[config.mk]
export PLATFORM = sky130hd
export DESIGN_NAME = memory_card_sector_transfer_flat
export DESIGN_NICKNAME = d
export VERILOG_FILES = /design/src/hw/rtl/mcst_pkg.sv /design/src/hw/rtl/mcst_if.sv /design/src/hw/rtl/memory_card_sector_transfer.sv /design/src/flat_wrapper.sv
export SDC_FILE = /design/constraint.sdc
export NUM_CORES = 1
export LEC_CHECK = 0
export BUFFER_PORTS_ARGS = -buffer_cell sky130_fd_sc_hd__buf_2
export CAP_MARGIN = 10
export CELL_PAD_IN_SITES_DETAIL_PLACEMENT = 0
export CELL_PAD_IN_SITES_GLOBAL_PLACEMENT = 2
export CORE_UTILIZATION = 36
export DETAILED_ROUTE_END_ITERATION = 7
export MAX_ROUTING_LAYER = met4
export PLACE_DENSITY = 0.83
export RECOVER_POWER = 50
export REMOVE_ABC_BUFFERS = 1
export SLEW_MARGIN = 5
export SYNTH_ARGS = -nofsm -noshare
export SYNTH_HDL_FRONTEND = slang
export SYNTH_SLANG_ARGS = --single-unit
export TNS_END_PERCENT = 50
[constraint.sdc]
create_clock -name clk -period 4.7 [get_ports clk]
set_clock_uncertainty 0.05 [all_clocks]
set_input_delay 0.235 -clock clk [delete_from_list [all_inputs] [get_ports clk]]
set_output_delay 0.235 -clock clk [all_outputs]
set_load 0.02 [all_outputs]
[src/hw/rtl/mcst_pkg.sv]
package mcst_pkg;

    localparam int unsigned SECTOR_BYTES_DEF = 128;

    localparam logic [7:0] SEL_BYTE  = 8'h81;
    localparam logic [7:0] READ_CMD  = 8'h52;
    localparam logic [7:0] WRITE_CMD = 8'h57;

    typedef enum logic [1:0] {
        OP_START_READ  = 2'd0,
        OP_START_WRITE = 2'd1,
        OP_RX_BYTE     = 2'd2,
        OP_TIMEOUT     = 2'd3
    } opcode_t;

    typedef enum logic [4:0] {
        PH_IDLE = 5'd0,
        PH_CMD  = 5'd1,
        PH_LET  = 5'd2,
        PH_Z0   = 5'd3,
        PH_Z1   = 5'd4,
        PH_HI   = 5'd5,
        PH_LO   = 5'd6,
        PH_ACK0 = 5'd7,
        PH_ACK1 = 5'd8,
        PH_CF0  = 5'd9,
        PH_CF1  = 5'd10,
        PH_DATA = 5'd11,
        PH_SUM  = 5'd12,
        PH_TA0  = 5'd13,
        PH_TA1  = 5'd14,
        PH_END  = 5'd15
    } phase_t;

    typedef struct packed {
        logic       tx_valid;
        logic [7:0] tx_byte;
        logic       keep_selected;
        logic       data_valid;
        logic [7:0] data_byte;
        logic [6:0] data_index;
        logic       done_res;
        logic       status;
    } result_t;

endpackage

[src/hw/rtl/mcst_if.sv]
interface mcst_in_if;
    logic       valid;
    logic       ready;
    logic [1:0] opcode;
    logic [9:0] sector;
    logic [7:0] rx_byte;
    logic [7:0] wr_byte;

    modport source (output valid, output opcode, output sector, output rx_byte,
                    output wr_byte, input ready);
    modport sink (input valid, input opcode, input sector, input rx_byte,
                  input wr_byte, output ready);
endinterface

interface mcst_out_if;
    logic       valid;
    logic       ready;
    logic       tx_valid;
    logic [7:0] tx_byte;
    logic       keep_selected;
    logic       data_valid;
    logic [7:0] data_byte;
    logic [6:0] data_index;
    logic       done_res;
    logic       status;

    modport source (output valid, output tx_valid, output tx_byte, output keep_selected,
                    output data_valid, output data_byte, output data_index,
                    output done_res, output status, input ready);
    modport sink (input valid, input tx_valid, input tx_byte, input keep_selected,
                  input data_valid, input data_byte, input data_index,
                  input done_res, input status, output ready);
endinterface

[src/hw/rtl/memory_card_sector_transfer.sv]
// Host-side sequencer for memory card sector reads and writes. A start beat
// opens a read or write and answers with the select byte; each later response
// beat answers with the next byte to exchange, or the done result at the end,
// read data being passed out with its index and write data folded into an XOR
// checksum. A timeout right after the select byte aborts with a no-card status.
// Each beat is handled by the phase logic feeding a single result register,
// so one beat can be taken every cycle; the input stalls only while that result
// register is full and not being taken. Beats with no result leave it untouched.
module memory_card_sector_transfer #(
    parameter int unsigned SECTOR_BYTES = mcst_pkg::SECTOR_BYTES_DEF
) (
    input  logic             clk,
    input  logic             rst_n,
    mcst_in_if.sink          req,
    mcst_out_if.source       rsp
);
    import mcst_pkg::*;

    localparam logic [7:0] LastCount = 8'(SECTOR_BYTES);

    phase_t     phase_reg, phase_next;
    logic [6:0] byte_count_reg, byte_count_next;
    logic       is_write_reg, is_write_next;
    logic [9:0] sector_reg, sector_next;
    logic [7:0] running_xor_reg, running_xor_next;
    logic       out_valid_reg;
    result_t    res_reg, res_next;
    logic       emit;
    logic       accept;
    opcode_t    op;
    logic [7:0] count_inc;

    assign op        = opcode_t'(req.opcode);
    assign accept    = req.valid && req.ready;
    assign req.ready = !out_valid_reg || rsp.ready;
    assign count_inc = {1'b0, byte_count_reg} + 8'd1;

    always_comb
    begin
        phase_next       = phase_reg;
        byte_count_next  = byte_count_reg;
        is_write_next    = is_write_reg;
        sector_next      = sector_reg;
        running_xor_next = running_xor_reg;
        res_next         = '0;
        emit             = 1'b1;
        unique case (op)
            OP_START_READ, OP_START_WRITE:
            begin
                is_write_next    = (op == OP_START_WRITE);
                sector_next      = req.sector;
                running_xor_next = {6'd0, req.sector[9:8]} ^ req.sector[7:0];
                byte_count_next  = '0;
                phase_next       = PH_CMD;
                res_next.tx_valid      = 1'b1;
                res_next.tx_byte       = SEL_BYTE;
                res_next.keep_selected = 1'b1;
            end
            OP_TIMEOUT:
            begin
                if (phase_reg == PH_CMD)
                begin
                    phase_next        = PH_IDLE;
                    res_next.done_res = 1'b1;
                    res_next.status   = 1'b1;
                end
                else
                begin
                    emit = 1'b0;
                end
            end
            OP_RX_BYTE:
            begin
                res_next.tx_valid      = 1'b1;
                res_next.keep_selected = 1'b1;
                unique case (phase_reg)
                    PH_CMD:
                    begin
                        res_next.tx_byte = is_write_reg ? WRITE_CMD : READ_CMD;
                        phase_next       = PH_LET;
                    end
                    PH_LET:  phase_next = PH_Z0;
                    PH_Z0:   phase_next = PH_Z1;
                    PH_Z1:
                    begin
                        res_next.tx_byte = {6'd0, sector_reg[9:8]};
                        phase_next       = PH_HI;
                    end
                    PH_HI:
                    begin
                        res_next.tx_byte = sector_reg[7:0];
                        phase_next       = PH_LO;
                    end
                    PH_LO, PH_CF1:
                    begin
                        if (is_write_reg || phase_reg == PH_CF1)
                        begin
                            byte_count_next = '0;
                            phase_next      = PH_DATA;
                            if (is_write_reg)
                            begin
                                running_xor_next = running_xor_reg ^ req.wr_byte;
                                res_next.tx_byte = req.wr_byte;
                            end
                        end
                        else
                        begin
                            phase_next = PH_ACK0;
                        end
                    end
                    PH_ACK0: phase_next = PH_ACK1;
                    PH_ACK1: phase_next = PH_CF0;
                    PH_CF0:  phase_next = PH_CF1;
                    PH_DATA:
                    begin
                        if (!is_write_reg)
                        begin
                            res_next.data_valid = 1'b1;
                            res_next.data_byte  = req.rx_byte;
                            res_next.data_index = byte_count_reg;
                        end
                        if (count_inc < LastCount)
                        begin
                            byte_count_next = count_inc[6:0];
                            if (is_write_reg)
                            begin
                                running_xor_next = running_xor_reg ^ req.wr_byte;
                                res_next.tx_byte = req.wr_byte;
                            end
                        end
                        else
                        begin
                            phase_next = PH_SUM;
                            if (is_write_reg)
                            begin
                                res_next.tx_byte = running_xor_reg;
                            end
                        end
                    end
                    PH_SUM:
                    begin
                        if (is_write_reg)
                        begin
                            phase_next = PH_TA0;
                        end
                        else
                        begin
                            res_next.keep_selected = 1'b0;
                            phase_next             = PH_END;
                        end
                    end
                    PH_TA0:  phase_next = PH_TA1;
                    PH_TA1:
                    begin
                        res_next.keep_selected = 1'b0;
                        phase_next             = PH_END;
                    end
                    PH_END:
                    begin
                        res_next          = '0;
                        res_next.done_res = 1'b1;
                        phase_next        = PH_IDLE;
                    end
                    default:
                    begin
                        res_next   = '0;
                        emit       = 1'b0;
                        phase_next = PH_IDLE;
                    end
                endcase
            end
            default: emit = 1'b0;
        endcase
    end

    always_ff @(posedge clk or negedge rst_n)
    begin
        if (!rst_n)
        begin
            phase_reg       <= PH_IDLE;
            byte_count_reg  <= '0;
            is_write_reg    <= 1'b0;
            sector_reg      <= '0;
            running_xor_reg <= '0;
            out_valid_reg   <= 1'b0;
            res_reg         <= '0;
        end
        else
        begin
            if (accept)
            begin
                phase_reg       <= phase_next;
                byte_count_reg  <= byte_count_next;
                is_write_reg    <= is_write_next;
                sector_reg      <= sector_next;
                running_xor_reg <= running_xor_next;
            end
            if (accept && emit)
            begin
                out_valid_reg <= 1'b1;
                res_reg       <= res_next;
            end
            else if (rsp.ready)
            begin
                out_valid_reg <= 1'b0;
            end
        end
    end

    assign rsp.valid         = out_valid_reg;
    assign rsp.tx_valid      = res_reg.tx_valid;
    assign rsp.tx_byte       = res_reg.tx_byte;
    assign rsp.keep_selected = res_reg.keep_selected;
    assign rsp.data_valid    = res_reg.data_valid;
    assign rsp.data_byte     = res_reg.data_byte;
    assign rsp.data_index    = res_reg.data_index;
    assign rsp.done_res      = res_reg.done_res;
    assign rsp.status        = res_reg.status;

endmodule

[src/flat_wrapper.sv]
// flat-port wrapper written by rule: the top's interface ports become plain ports
module memory_card_sector_transfer_flat import mcst_pkg::*;
#(
    parameter int unsigned SECTOR_BYTES = mcst_pkg::SECTOR_BYTES_DEF
)
  (clk, rst_n, req_valid, req_opcode, req_sector, req_rx_byte, req_wr_byte, req_ready, rsp_valid, rsp_tx_valid, rsp_tx_byte, rsp_keep_selected, rsp_data_valid, rsp_data_byte, rsp_data_index, rsp_done_res, rsp_status, rsp_ready);
  mcst_in_if req_i ();
  mcst_out_if rsp_i ();
  input  logic clk;
  input  logic rst_n;
  input wire logic [$bits(req_i.valid)-1:0] req_valid;
  input wire logic [$bits(req_i.opcode)-1:0] req_opcode;
  input wire logic [$bits(req_i.sector)-1:0] req_sector;
  input wire logic [$bits(req_i.rx_byte)-1:0] req_rx_byte;
  input wire logic [$bits(req_i.wr_byte)-1:0] req_wr_byte;
  output wire logic [$bits(req_i.ready)-1:0] req_ready;
  output wire logic [$bits(rsp_i.valid)-1:0] rsp_valid;
  output wire logic [$bits(rsp_i.tx_valid)-1:0] rsp_tx_valid;
  output wire logic [$bits(rsp_i.tx_byte)-1:0] rsp_tx_byte;
  output wire logic [$bits(rsp_i.keep_selected)-1:0] rsp_keep_selected;
  output wire logic [$bits(rsp_i.data_valid)-1:0] rsp_data_valid;
  output wire logic [$bits(rsp_i.data_byte)-1:0] rsp_data_byte;
  output wire logic [$bits(rsp_i.data_index)-1:0] rsp_data_index;
  output wire logic [$bits(rsp_i.done_res)-1:0] rsp_done_res;
  output wire logic [$bits(rsp_i.status)-1:0] rsp_status;
  input wire logic [$bits(rsp_i.ready)-1:0] rsp_ready;
  assign req_i.valid = req_valid;
  assign req_i.opcode = req_opcode;
  assign req_i.sector = req_sector;
  assign req_i.rx_byte = req_rx_byte;
  assign req_i.wr_byte = req_wr_byte;
  assign req_ready = req_i.ready;
  assign rsp_valid = rsp_i.valid;
  assign rsp_tx_valid = rsp_i.tx_valid;
  assign rsp_tx_byte = rsp_i.tx_byte;
  assign rsp_keep_selected = rsp_i.keep_selected;
  assign rsp_data_valid = rsp_i.data_valid;
  assign rsp_data_byte = rsp_i.data_byte;
  assign rsp_data_index = rsp_i.data_index;
  assign rsp_done_res = rsp_i.done_res;
  assign rsp_status = rsp_i.status;
  assign rsp_i.ready = rsp_ready;
  memory_card_sector_transfer #(.SECTOR_BYTES(SECTOR_BYTES)) u_core (.clk(clk), .rst_n(rst_n), .req(req_i), .rsp(rsp_i));
endmodule
=== Yosys cells after proc, flatten, opt, wreduce, memory -nomap -nowiden ===
Cells that the tools add are included.

* Bits in registers: 60
* Latch bits: 0
* Memory bits (writable): 0
* Bits in read-only memories: 0
* Output and inout bits: 30
* Memories kept: 0

* Add/sub/neg operators: 1
* $mul: 0
* Divide/modulo/power cells: 0
* Order comparisons: 1
* Equality and inequality tests: 23
* Shift operators: 0
* Muxes and demuxes: 36
* Bitwise operators: 2
* Reduce and logical (&&, ||, !) cells: 16

{| class="wikitable"
|+ Operator list
! kind !! number
|-
| one-hot mux 5 bit (13 select lines) || 1
|-
| two-way mux 8 bit || 7
|-
| two-way mux 16 bit || 3
|-
| equality test 5 x 4 -> 1 bit, second input constant || 8
|-
| one-hot mux 8 bit (5 select lines) || 1
|-
| one-hot mux 8 bit (2 select lines) || 2
|-
| one-hot mux 7 bit (2 select lines) || 2
|-
| equality test 5 x 3 -> 1 bit, second input constant || 4
|-
| one-hot mux 10 bit (2 select lines) || 1
|-
| one-hot mux 5 bit (3 select lines) || 1
|-
| OR reduction 15 bit || 1
|-
| two-way mux 7 bit || 2
|-
| OR reduction 14 bit || 1
|-
| OR reduction 12 bit || 1
|-
| equality test 5 x 2 -> 1 bit, second input constant || 2
|-
| two-way mux 5 bit || 2
|-
| adder 7 x 1 -> 8 bit, second input constant || 1
|-
| < comparator 8 bit, second input constant || 1
|-
| bitwise XOR 2 x 8 -> 8 bit || 1
|-
| bitwise XOR 8 bit || 1
|-
| two-way mux 1 bit || 6
|-
| two-way mux 2 bit || 3
|-
| inequality test 3 x 2 -> 1 bit, second input constant || 2
|-
| inequality test 3 bit, second input constant || 2
|-
| other kinds (17) || 23
|}

=== Longest topological paths before layout ===
Gate-level depths: netlist of run 1.

* Depth after elaboration: 6
* Gate-level depth with buffers: 8
* Gate-level depth less buffers: 6

=== Worst setup path before layout of run 1 ===
Ideal clock, no wire load.

* Kind: reg2reg
* Start point: register u_core.out_valid_reg, in the netlist u_core.rsp.valid
* End point: register u_core.byte_count_reg[2]
* Arrival time: 1.715 ns
* Data required time: 4.532 ns
* Path slack: 2.817 ns
* Cell stages (with the launch flop): 8
* Buffers on the path: 1
* Period minus slack after synthesis: 1.883 ns
* Path through: dfrtp_1 nor2b_1 inv_1 nand2_1 nor2_1 clkbuf_1 o22ai_1 a21o_1

* Cells in the longest elaborated chain, start to end: 4

{| class="wikitable"
|+ RTL lines
! what !! RTL line !! RTL
|-
| from (decl) || memory_card_sector_transfer.sv:26 || <nowiki>logic out_valid_reg;</nowiki>
|-
| from (signal assigned) || memory_card_sector_transfer.sv:185 || <nowiki>out_valid_reg <= 1'b0;</nowiki>
|-
| from (signal assigned) || memory_card_sector_transfer.sv:200 || <nowiki>out_valid_reg <= 1'b1;</nowiki>
|-
| from (signal assigned) || memory_card_sector_transfer.sv:205 || <nowiki>out_valid_reg <= 1'b0;</nowiki>
|-
| logical NOT 1 bit || memory_card_sector_transfer.sv:35 || <nowiki>assign req.ready = !out_valid_reg || rsp.ready;</nowiki>
|-
| logical OR 1 bit || memory_card_sector_transfer.sv:35 ||
|-
| via req_ready || flat_wrapper.sv:16 || <nowiki>output wire logic [$bits(req_i.ready)-1:0] req_ready;</nowiki>
|-
| logical AND 1 bit || memory_card_sector_transfer.sv:34 || <nowiki>assign accept = req.valid && req.ready;</nowiki>
|-
| AND reduction 5 bit (no source line) || n/a ||
|-
| to (signal assigned) || memory_card_sector_transfer.sv:193 || <nowiki>byte_count_reg <= byte_count_next;</nowiki>
|-
| to (decl) || memory_card_sector_transfer.sv:22 || <nowiki>logic [6:0] byte_count_reg, byte_count_next;</nowiki>
|}

The timed path passes the listed nets, and every way through them passes these cells.
A chain may end at the register's enable or synchronous reset.

==> results of run 1 <==
-- Yosys cell counts, types with 2 or more instances --
| cell type | n |
|---|---|
| o22ai_1 | 3 |
| a22oi_1 | 3 |
| mux2i_1 | 2 |
| nor3_1 | 6 |
| a21oi_2 | 2 |
| mux2_2 | 11 |
| nand2_1 | 55 |
| or3_1 | 2 |
| and2b_1 | 4 |
| clkbuf_1 | 8 |
| xor2_1 | 2 |
| a21oi_1 | 18 |
| nor2_1 | 9 |
| buf_4 | 9 |
| nor2b_1 | 2 |
| nand3_1 | 29 |
| a2bb2oi_1 | 2 |
| and3_1 | 5 |
| o21ai_2 | 2 |
| buf_2 | 5 |
| nor4_1 | 2 |
| a311oi_1 | 8 |
| nand2b_1 | 4 |
| o21ai_0 | 25 |
| o31ai_1 | 5 |
| and4_1 | 2 |
| a31oi_1 | 6 |
| a21o_1 | 6 |
| inv_1 | 6 |
| o21a_1 | 3 |
| a221oi_1 | 6 |
| dfrtp_1 | 59 |
-- placed cells by master, fill, tap and decap left out, drive strengths merged, types with 7 or more instances in the layout --
cell type / n
dfrtp: 59
nand2: 55
buf: 47
nand3: 29
o21ai: 28
clkbuf: 28
a21oi: 20
mux2: 11
nor2: 9
a311oi: 8
a21o: 7
-- report_power, final --
group          internal, uW  switching, uW  total (uW)
registers               586            109         694
clock network           218            209         427
logic                   165            255         421
-- through the flow --
stage          area, sq um  worst slack, ps  power [uW]  cells  hold WS (ps)
6_report              3630             1780        1540    495          54.3
3_3_place_gp          3470             2030        1130    479           396
5_1_grt               3630             1010        1650    495          57.6
3_5_place_dp          3470             1980        1130    479           400
4_1_cts               3650             1980        1560    495          34.1
2_1_floorplan         3010             2090         971    311          -111
-- cell families after synthesis --
group                    synth area share (%)
AO/OA/AOI/OAI                            21.5
buffers and inverters                    5.12
multiplexers                             4.57
adder cells (fa/ha/maj)                 0.397
XOR/XNOR                                0.556
flip-flops                               46.9
AND/OR/NAND/NOR                          20.9
-- per-layer routing --
layer	vias up	part of all wire (%)
met1	1346	49
met5	-	0
met2	64	45
li1	1333	-
met4	0	1.4
met3	10	5.1
-- area by class of cell --
cell class	instances	area [sq um]
inverters	6	22.5
clock inverters	4	25.0
fillers	855	4710
clock buffers	12	155
flip-flops and latches	59	1480
repair buffers	63	298
well taps	105	131
multi-input cells	246	1520
-- worst max path at each step --
stage	start	end	slack (ps)	cells after the start
2_1_floorplan	u_core.rsp.valid	u_core.byte_count_reg[6]	2090	6
3_3_place_gp	u_core.phase_reg[2]	u_core.rsp.data_valid	2030	4
3_5_place_dp	req_opcode[0]	u_core.rsp.data_valid	1980	5
4_1_cts	u_core.phase_reg[2]	u_core.rsp.data_valid	1980	4
5_1_grt	rst_n	u_core.rsp.tx_byte[4]	1010	2
6_report	rst_n	u_core.byte_count_reg[6]	1780	2
==> impl_metrics.csv, run 1 <==
group,metric,value,unit
run_status,status,"complete, but fails checks",
run_status,violations,"max-capacitance violations, max-slew violations",
final_layout,layout-drive-gt1-share,22.6,%
setup_path,worst_ep_required_time,4390,ps
cts,numCtsBuffers,9,
global_route,busiest_layer,"met2",
setup_path,worstPathArrival,2610,ps
setup_path,start_kind,"input pin",
setup_path,crit_path_max_incr_delay,2230,ps
floorplan,initial_utilization,37.8,%
setup_path,critPathSlowestCell,"clkbuf_1",
logic_synthesis,synth_flop_cell,"dfrtp_1",
setup_path,critPathMaxFanout,59,
place,place_congestion,0.817,
sta,relSlewSlack,-113,%
logic_synthesis,yosysSeqAreaShare,46.9,%
global_route,grt_first_pass_wirelength,13700,um
sta,fin_crit_sh,62.1,%
routing,vias,2753,
cts,clk_latency,340,ps
sta,worst_pin_slew,3190,ps
sta,slew_viol_final,60,
global_route,grt_use_met2,28.7,%
final_layout,largest_reg_flops,10,
setup_path,worstSetupEndpointType,"asynchronous set/reset pin",
sta,min_period,2920,ps
logic_synthesis,synth_area,0.00315,sq mm
sta,tns,0,ps
routing,drc,0,
cts,post_cts_resize_count,0,
floorplan,die_w,95.5,um
logic_synthesis,netlist.area_leader.share,46.9,%
place,dp_hpwl,5220,um
logic_synthesis,synth_edf_count,0,
setup_path,path_delay_family,"buffers and inverters",
final_layout,synthToLayoutAreaGrowth,15.2,%
logic_synthesis,synth_area_leaders,"dfrtp_1, nand2_1, nand3_1",
logic_synthesis,ys_seq_elements,59,
cts,root_buffer,"clkbuf_8",
floorplan,die_y,95.5,um
sta,setup_violations,0,
logic_synthesis,async_reset_ff_share,100,%
floorplan,core-area,0.00834,sq mm
hold_path,holdPathStages,3,
routing,wire_per_inst,16.2,um
logic_synthesis,synth_cells,335,
final_layout,diodes,0,
hold_path,hold_path_end,"u_core.sector_reg[6]",
setup_path,worstPathCellList,"buf_2, clkbuf_1",
hold_path,hold_class,"input pin to flip-flop",
sta,clock.fmax,343,MHz
global_route,grt_overflow_total,0,
routing,drt_wl_total,8010,um
cts,cts_setup_buffers,0,
setup_path,cp_num_buf_inv,2,
routing,first_iter_violations,105,
cts,cts.path.max_buffers,2,
sta,rsz0062_at_grt,"false",
sta,finalHoldViolations,0,
logic_synthesis,yosysTopAreaCell,"dfrtp_1",
global_route,grtUsageTotal,20.4,%
global_route,gr-usage-met3,4.15,%
routing,dr.pass1.iters,4,
job,drv_cap,1,
logic_synthesis,ys.warnings.count,0,
cts,cts.sinks,59,
global_route,antenna_found_initial,0,
setup_path,criticalPathCategory,"input pin to asynchronous set/reset pin",
place,io_buffer_count,61,
hold_path,min_from,"req_sector[6]",
logic_synthesis,yosysUniqueCellTypes,56,
cts,cts_tree,"built",
global_route,grt_start_max_net_pins,60,
setup_path,rr_startpoint,"u_core.phase_reg[2]",
cts,cts.clk_slew.worst_paths,70,ps
setup_path,r2r_slack,1970,ps
logic_synthesis,avgSynthCellArea,9.40,sq um
final_layout,utilization,43.5,%
cts,htree_levels,3,
floorplan,row_count,33,
setup_path,r2r_end,"u_core.rsp.data_valid",
power_and_ir_drop,ir_worst_vdd,0.185,mV
routing,viasPerCell,5.56,
final_layout,finalNetCount,418,
cts,hold_buffers,0,
floorplan,dieArea,0.00913,sq mm
routing,drtAntennaViolNets,0,
power_and_ir_drop,p_leak,0.00167,uW
setup_path,reg2reg_depth,4,
global_route,met1_usage,28.5,%
floorplan,ios,62,
power_and_ir_drop,powerDensity,425,mW/mm^2
global_route,grt_pass1_vias,2751,
No activity file was read; power rests on OpenSTA's default activity.
==> run 2, diff against run 1 <==
--- a/config.mk
+++ b/config.mk
@@ -5,14 +5,15 @@
 export SDC_FILE = /design/constraint.sdc
 export NUM_CORES = 1
 export LEC_CHECK = 0
+export ABC_AREA = 1
 export BUFFER_PORTS_ARGS = -buffer_cell sky130_fd_sc_hd__buf_2
 export CAP_MARGIN = 10
 export CELL_PAD_IN_SITES_DETAIL_PLACEMENT = 0
 export CELL_PAD_IN_SITES_GLOBAL_PLACEMENT = 2
-export CORE_UTILIZATION = 36
+export CORE_UTILIZATION = 30
 export DETAILED_ROUTE_END_ITERATION = 7
 export MAX_ROUTING_LAYER = met4
-export PLACE_DENSITY = 0.83
+export PLACE_DENSITY = 0.78
 export RECOVER_POWER = 50
 export REMOVE_ABC_BUFFERS = 1
 export SLEW_MARGIN = 5
==> constraint.sdc (replaced) <==
create_clock -name clk -period 2.9 [get_ports clk]
set_clock_uncertainty 0.05 [all_clocks]
set_input_delay 0.145 -clock clk [delete_from_list [all_inputs] [get_ports clk]]
set_output_delay 0.145 -clock clk [all_outputs]
set_load 0.02 [all_outputs]
==> run 2 against run 1 <==
Effect of this change: the run now ends clean; final cell count grew 41%; die area grew 25%; setup slack lost 1100 ps; critical endpoint is now u_core.byte_count_reg[3]; highest routed layer unchanged.
==> impl_metrics.csv, run 2 <==
group,metric,value,unit
run_status,status,"finished clean",
sta,tns,0,ps
setup_path,criticalPathCategory,"flip-flop to flip-flop",
setup_path,worstPathCellList,"nand2_1, nand2_1, nor2_1, clkbuf_1, inv_1, nand2_1, nand2_1, nand2_1",
logic_synthesis,netlist.area_leader.share,44.7,%
setup_path,crit_top_cell,"nand2_1",
power_and_ir_drop,ir_worst_vdd,0.239,mV
sta,relSlewSlack,26.6,%
final_layout,multiInputGateArea,0.00164,sq mm
setup_path,worst_ep_required_time,3120,ps
routing,drt_wl_total,9400,um
global_route,grt_first_pass_wirelength,15500,um
global_route,grtUsageTotal,18.3,%
sta,clock.fmax,452,MHz
power_and_ir_drop,power_frac_comb,21.0,%
cts,cts.path.max_buffers,2,
logic_synthesis,yosysMostFrequentCell,"nand2_1",
final_layout,diodes,0,
sta,worst_pin_slew,1100,ps
cts,cts_tree,"built",
power_and_ir_drop,intPower,1580,uW
cts,htree_levels,3,
routing,dr.pass1.iters,4,
final_layout,layout_common_cells,"nand2_1, dfrtp_1, nand3_1, inv_1, clkbuf_1",
power_and_ir_drop,swShare,33.2,%
setup_path,worstSetupEndpointType,"flip-flop",
place,place_congestion,0.826,
logic_synthesis,synth_cells,476,
logic_synthesis,yosysTopAreaCell,"dfrtp_1",
logic_synthesis,synth_common_cells,"nand2_1, dfrtp_1, nand3_1, inv_1, nor2_1",
final_layout,largest_reg_flops,10,
logic_synthesis,synth_adder_area_share,0.379,%
logic_synthesis,synthSimpleGateAreaFrac,41.4,%
final_layout,finalInstanceArea,0.00410,sq mm
floorplan,core-area,0.0105,sq mm
cts,cts.sinks,59,
sta,slew_viol_final,0,
sta,setup_violations,0,
global_route,antenna_found_initial,0,
setup_path,crit_path_max_incr_delay,410,ps
floorplan,dieArea,0.0114,sq mm
logic_synthesis,synth_edf_count,0,
cts,numCtsBuffers,9,
routing,wire_per_inst,13.4,um
hold_path,hold_class,"input pin to flip-flop",
sta,fin_hold_ws,11.5,ps
final_layout,regArea,0.00148,sq mm
sta,min_period,2210,ps
cts,clk_latency,350,ps
cts,cts_setup_buffers,0,
cts,root_buffer,"clkbuf_8",
power_and_ir_drop,p_seq_share,42.7,%
final_layout,finalNetCount,591,
routing,drc,0,
setup_path,critPathSlowestCell,"inv_1",
logic_synthesis,avgSynthCellArea,6.93,sq um
cts,cts.clk_slew.worst_paths,80,ps
logic_synthesis,async_reset_ff_share,100,%
power_and_ir_drop,clkPwrFrac,36.3,%
routing,first_iter_violations,154,
floorplan,row_count,37,
floorplan,ios,62,
power_and_ir_drop,powerDensity,576,mW/mm^2
power_and_ir_drop,p_leak,0.00212,uW
sta,fin_crit_sh,76.4,%
logic_synthesis,synth_mux_area_share,0,%
final_layout,final_common_cell,"nand2_1",
logic_synthesis,synth_flop_cell,"dfrtp_1",
global_route,grt_pass1_vias,3155,
routing,drtAntennaViolNets,0,
final_layout,synthToLayoutAreaGrowth,24.2,%
floorplan,initial_utilization,31.4,%
routing,vias,3283,
global_route,grt_overflow_total,0,
logic_synthesis,synth_top_family_by_area,"simple AND/OR/NAND/NOR gates",
logic_synthesis,synth_area_leaders,"dfrtp_1, nand2_1, nand3_1",
floorplan,die_w,107,um
power_and_ir_drop,p_switching,783,uW
final_layout,utilization,39.0,%
floorplan,die_y,107,um
logic_synthesis,ys.warnings.count,0,
final_layout,layout-drive-gt1-share,14.2,%
logic_synthesis,yosysSeqAreaShare,44.7,%
setup_path,worstPathArrival,2430,ps
final_layout,finalNonFillerCells,699,
cts,hold_buffers,12,
setup_path,critPathMaxFanout,18,
place,dp_hpwl,6620,um
routing,viasPerCell,4.70,
logic_synthesis,yosysUniqueCellTypes,32,
logic_synthesis,synth_xor_area_share,0.796,%
place,io_buffer_count,61,
place,dp.cells,671,
sta,finalHoldViolations,0,
setup_path,start_kind,"flip-flop",
place,placed_cell_area,0.00379,sq mm
global_route,grt_start_max_net_pins,43,
logic_synthesis,ys_seq_elements,59,
logic_synthesis,synth_area,0.00330,sq mm
cts,post_cts_resize_count,0,
job,drv_cap,0,
final_layout,nFillCells,1153,
logic_synthesis,synth_compound_area_share,7.09,%
sta,rsz0062_at_grt,"false",
-- run 2: cell types whose count changed after synthesis, sizes merged, moves of 8 or more --
cell / previous run / this run
mux2: 11 / 0
nand2: 55 / 216
nand3: 29 / 53
or2: 0 / 8
a21oi: 20 / 11
buf: 15 / 4
a311oi: 8 / 0
inv: 6 / 34
nor2: 9 / 36
-- run 2: layer usage --
metal	share of wire, %	routed length [um]	up-vias	global-route usage [%]
met3	4.1	389	14	2.80
met1	50	4730	1499	24.3
met4	1.5	140	0	6.65
met2	44	4140	92	28.2
met5	0	0	-	-
li1	-	-	1678	-
-- run 2: logic make-up (layout without fill, tap and decap cells) --
logic type | count (synthesis) | in the layout
buffers and inverters | 47 | 134
AND/OR/NAND/NOR | 324 | 324
AO/OA/AOI/OAI | 42 | 42
adder cells (fa/ha/maj) | 1 | 1
XOR/XNOR | 3 | 3
flip-flops | 59 | 59
-- run 2: worst max-delay path, delay by kind of cell (launching register included) --
kind,cells,cell delay (ps)
buf+inv,2,760
flops,1,380
simple gates,6,950
-- run 2: metrics by stage --
stage               power, uW  setup slack [ps]
floorplan                1320               941
global placement         1520               896
detailed placement       1520               884
CTS                      2390               856
global route             2510               519
finish                   2360               686
-- run 2: layout make-up --
cell class / count / share of cell area, %
tap: 136 / 4.15
multi-input combinational: 370 / 40.0
clock buffer: 9 / 3.02
inverter: 36 / 3.30
sequential: 59 / 36.0
timing repair buffer: 82 / 11.0
clock inverter: 7 / 2.47
-- run 2: power by group through the flow --
stage / registers [uW] / logic [uW] / clock network [uW]
after floorplan: 1050 / 270 / 0
after global placement: 1020 / 494 / 0
after detailed placement: 1020 / 498 / 0
after CTS: 1010 / 512 / 875
after global routing: 1020 / 563 / 928
final: 1010 / 495 / 857
-- run 2: final timing paths --
kind	endpoint	slack, ps	depth (start not counted)	start
max	u_core.byte_count_reg[3]	690	8	u_core.rsp.valid
min	u_core.sector_reg[2]	10	3	req_sector[2]
max reg2reg	u_core.byte_count_reg[3]	690	8	u_core.rsp.valid
min reg2reg	u_core.sector_reg[1]	430	2	u_core.sector_reg[1]
max in group asynchronous	u_core.running_xor_reg[1]	1430	3	rst_n
min in group asynchronous	u_core.rsp.tx_valid	500	2	rst_n
==> run 3, diff against run 2 <==
--- a/config.mk
+++ b/config.mk
@@ -5,7 +5,7 @@
 export SDC_FILE = /design/constraint.sdc
 export NUM_CORES = 1
 export LEC_CHECK = 0
-export ABC_AREA = 1
+export ABC_AREA = 0
 export BUFFER_PORTS_ARGS = -buffer_cell sky130_fd_sc_hd__buf_2
 export CAP_MARGIN = 10
 export CELL_PAD_IN_SITES_DETAIL_PLACEMENT = 0
@@ -13,7 +13,7 @@
 export CORE_UTILIZATION = 30
 export DETAILED_ROUTE_END_ITERATION = 7
 export MAX_ROUTING_LAYER = met4
-export PLACE_DENSITY = 0.78
+export PLACE_DENSITY = 0.74
 export RECOVER_POWER = 50
 export REMOVE_ABC_BUFFERS = 1
 export SLEW_MARGIN = 5
==> constraint.sdc (replaced) <==
create_clock -name clk -period 1.87 [get_ports clk]
set_clock_uncertainty 0.05 [all_clocks]
set_input_delay 0.0935 -clock clk [delete_from_list [all_inputs] [get_ports clk]]
set_output_delay 0.0935 -clock clk [all_outputs]
set_load 0.02 [all_outputs]
==> run 3 against run 2 <==
Effect of this change: final cell count down 15%; hold slack better by 22 ps; critical path depth down 1; die area down 4.5%; the flow now finishes with violations (design-rule violations); register-to-register slack worse by 660 ps; highest routed layer unchanged.
==> impl_metrics.csv, run 3 (synthesis results as in run 1) <==
group,metric,value,unit
global_route,grt_overflow_total,0,
routing,wire_per_inst,15.5,um
floorplan,ios,62,
routing,first_iter_violations,121,
setup_path,worstSetupEndpointType,"flip-flop",
cts,clk_latency,340,ps
global_route,grtUsageTotal,18.1,%
global_route,grt_start_max_net_pins,60,
sta,rsz0062_at_grt,"true",
final_layout,final_common_cell,"dfrtp_1",
sta,fin_crit_sh,98.8,%
sta,relSlewSlack,43.4,%
place,dp_hpwl,6160,um
final_layout,regArea,0.00148,sq mm
setup_path,critPathMaxFanout,18,
sta,setup_violations,0,
setup_path,worstPathArrival,2010,ps
power_and_ir_drop,ir_worst_vdd,0.407,mV
run_status,status,"complete, but fails checks",
final_layout,utilization,42.9,%
cts,cts.path.max_buffers,2,
hold_path,hold_class,"input pin to flip-flop",
sta,clock.fmax,541,MHz
global_route,gr-usage-met3,3.88,%
floorplan,initial_utilization,30.8,%
routing,dr.pass1.iters,6,
global_route,grt_use_met2,27.4,%
final_layout,finalNetCount,485,
setup_path,criticalPathCategory,"flip-flop to flip-flop",
floorplan,die_w,104,um
final_layout,diodes,0,
power_and_ir_drop,p_leak,0.00206,uW
final_layout,finalInstanceArea,0.00439,sq mm
place,io_buffer_count,61,
cts,root_buffer,"clkbuf_8",
routing,viasPerCell,5.04,
power_and_ir_drop,powerDensity,1040,mW/mm^2
final_layout,nFillCells,1028,
cts,cts.sinks,59,
global_route,antenna_found_initial,0,
floorplan,row_count,37,
cts,cts.clk_slew.worst_paths,70,ps
sta,min_period,1850,ps
routing,drt_wl_total,9210,um
floorplan,die_y,104,um
job,drv_cap,0,
floorplan,core-area,0.0102,sq mm
final_layout,largest_reg_flops,10,
run_status,violations,"design-rule violations",
cts,numCtsBuffers,9,
cts,htree_levels,3,
cts,cts_tree,"built",
routing,drc,1,
sta,slew_viol_final,0,
floorplan,dieArea,0.0109,sq mm
sta,worst_pin_slew,849,ps
setup_path,worst_ep_required_time,2030,ps
place,place_congestion,0.818,
place,placed_cell_area,0.00388,sq mm
routing,drtAntennaViolNets,0,
place,post-place-ws,-54.1,ps
sta,finalHoldViolations,0,
sta,fin_ws,23.2,ps
final_layout,multiInputGateArea,0.00158,sq mm
global_route,grt_pass1_vias,3031,
routing,vias,2982,
final_layout,synthToLayoutAreaGrowth,39.3,%
global_route,met1_usage,24.1,%
global_route,busiest_layer,"met2",
final_layout,layout-drive-gt1-share,33.1,%
global_route,grt_first_pass_wirelength,15200,um
final_layout,layout_common_cells,"dfrtp_1, nand2_1, buf_2, buf_4, nand3_1",
setup_path,start_kind,"flip-flop",
## run 3: worst paths after layout
check | cells past startpoint | start | to | slack, ps
min reg2reg | 2 | u_core.rsp.data_byte[3] | u_core.rsp.data_byte[3] | 420
min | 4 | req_wr_byte[7] | u_core.running_xor_reg[7] | 30
min in group asynchronous | 3 | rst_n | u_core.rsp.data_byte[6] | 450
max in group asynchronous | 3 | rst_n | u_core.phase_reg[0] | 700
max reg2reg | 7 | u_core.phase_reg[2] | u_core.rsp.tx_byte[7] | 20
max | 7 | u_core.phase_reg[2] | u_core.rsp.tx_byte[7] | 20
## run 3: timing repair
action | CTS | global route
setup buffers | 0 | 4
pin swaps | 0 | 5
hold buffers | 19 | 0
gates resized for setup | 3 | 14
hold endpoints to repair | 77 | 0
endpoints found under the setup margin | 7 | 40
cloned | 0 | 1
## run 3: final cells by class
cell class	instances	share of cell area, %
inverters	6	0.513
clock inverters	5	1.77
flip-flops and latches	59	33.7
multi-input cells	246	35.9
repair buffers	130	21.1
clock buffers	10	3.14
well taps	136	3.88
## run 3: worst max-delay path, stage by stage (launching register included)
cell      delay (ps)
dfrtp_2          430
buf_6            180
and2b_1          190
o21ai_2          170
a21oi_2          120
buf_12           170
a221oi_1         280
o21ai_0          130
## run 3: metal layers
layer | share of wire, % | up-vias
met2 | 49 | 59
li1 | - | 1464
met4 | 1.2 | 0
met1 | 47 | 1450
met5 | 0 | -
met3 | 3.2 | 9
## run 3: metrics by stage
stage          total power, uW  setup TNS (ps)  instances  hold WS, ps
5_1_grt                   4860            -240        592         33.1
3_5_place_dp              3130            -224        553         82.5
2_1_floorplan             2440          -20580        311         -252
3_3_place_gp              3120           -45.0        553         78.3
6_report                  4560               0        592         33.6
4_1_cts                   4500           -7.75        587         12.8
## run 3: report_power, final
| part | internal, uW | switching, uW |
|---|---|---|
| Clock | 774 | 518 |
| Combinational | 751 | 910 |
| Sequential | 1480 | 131 |
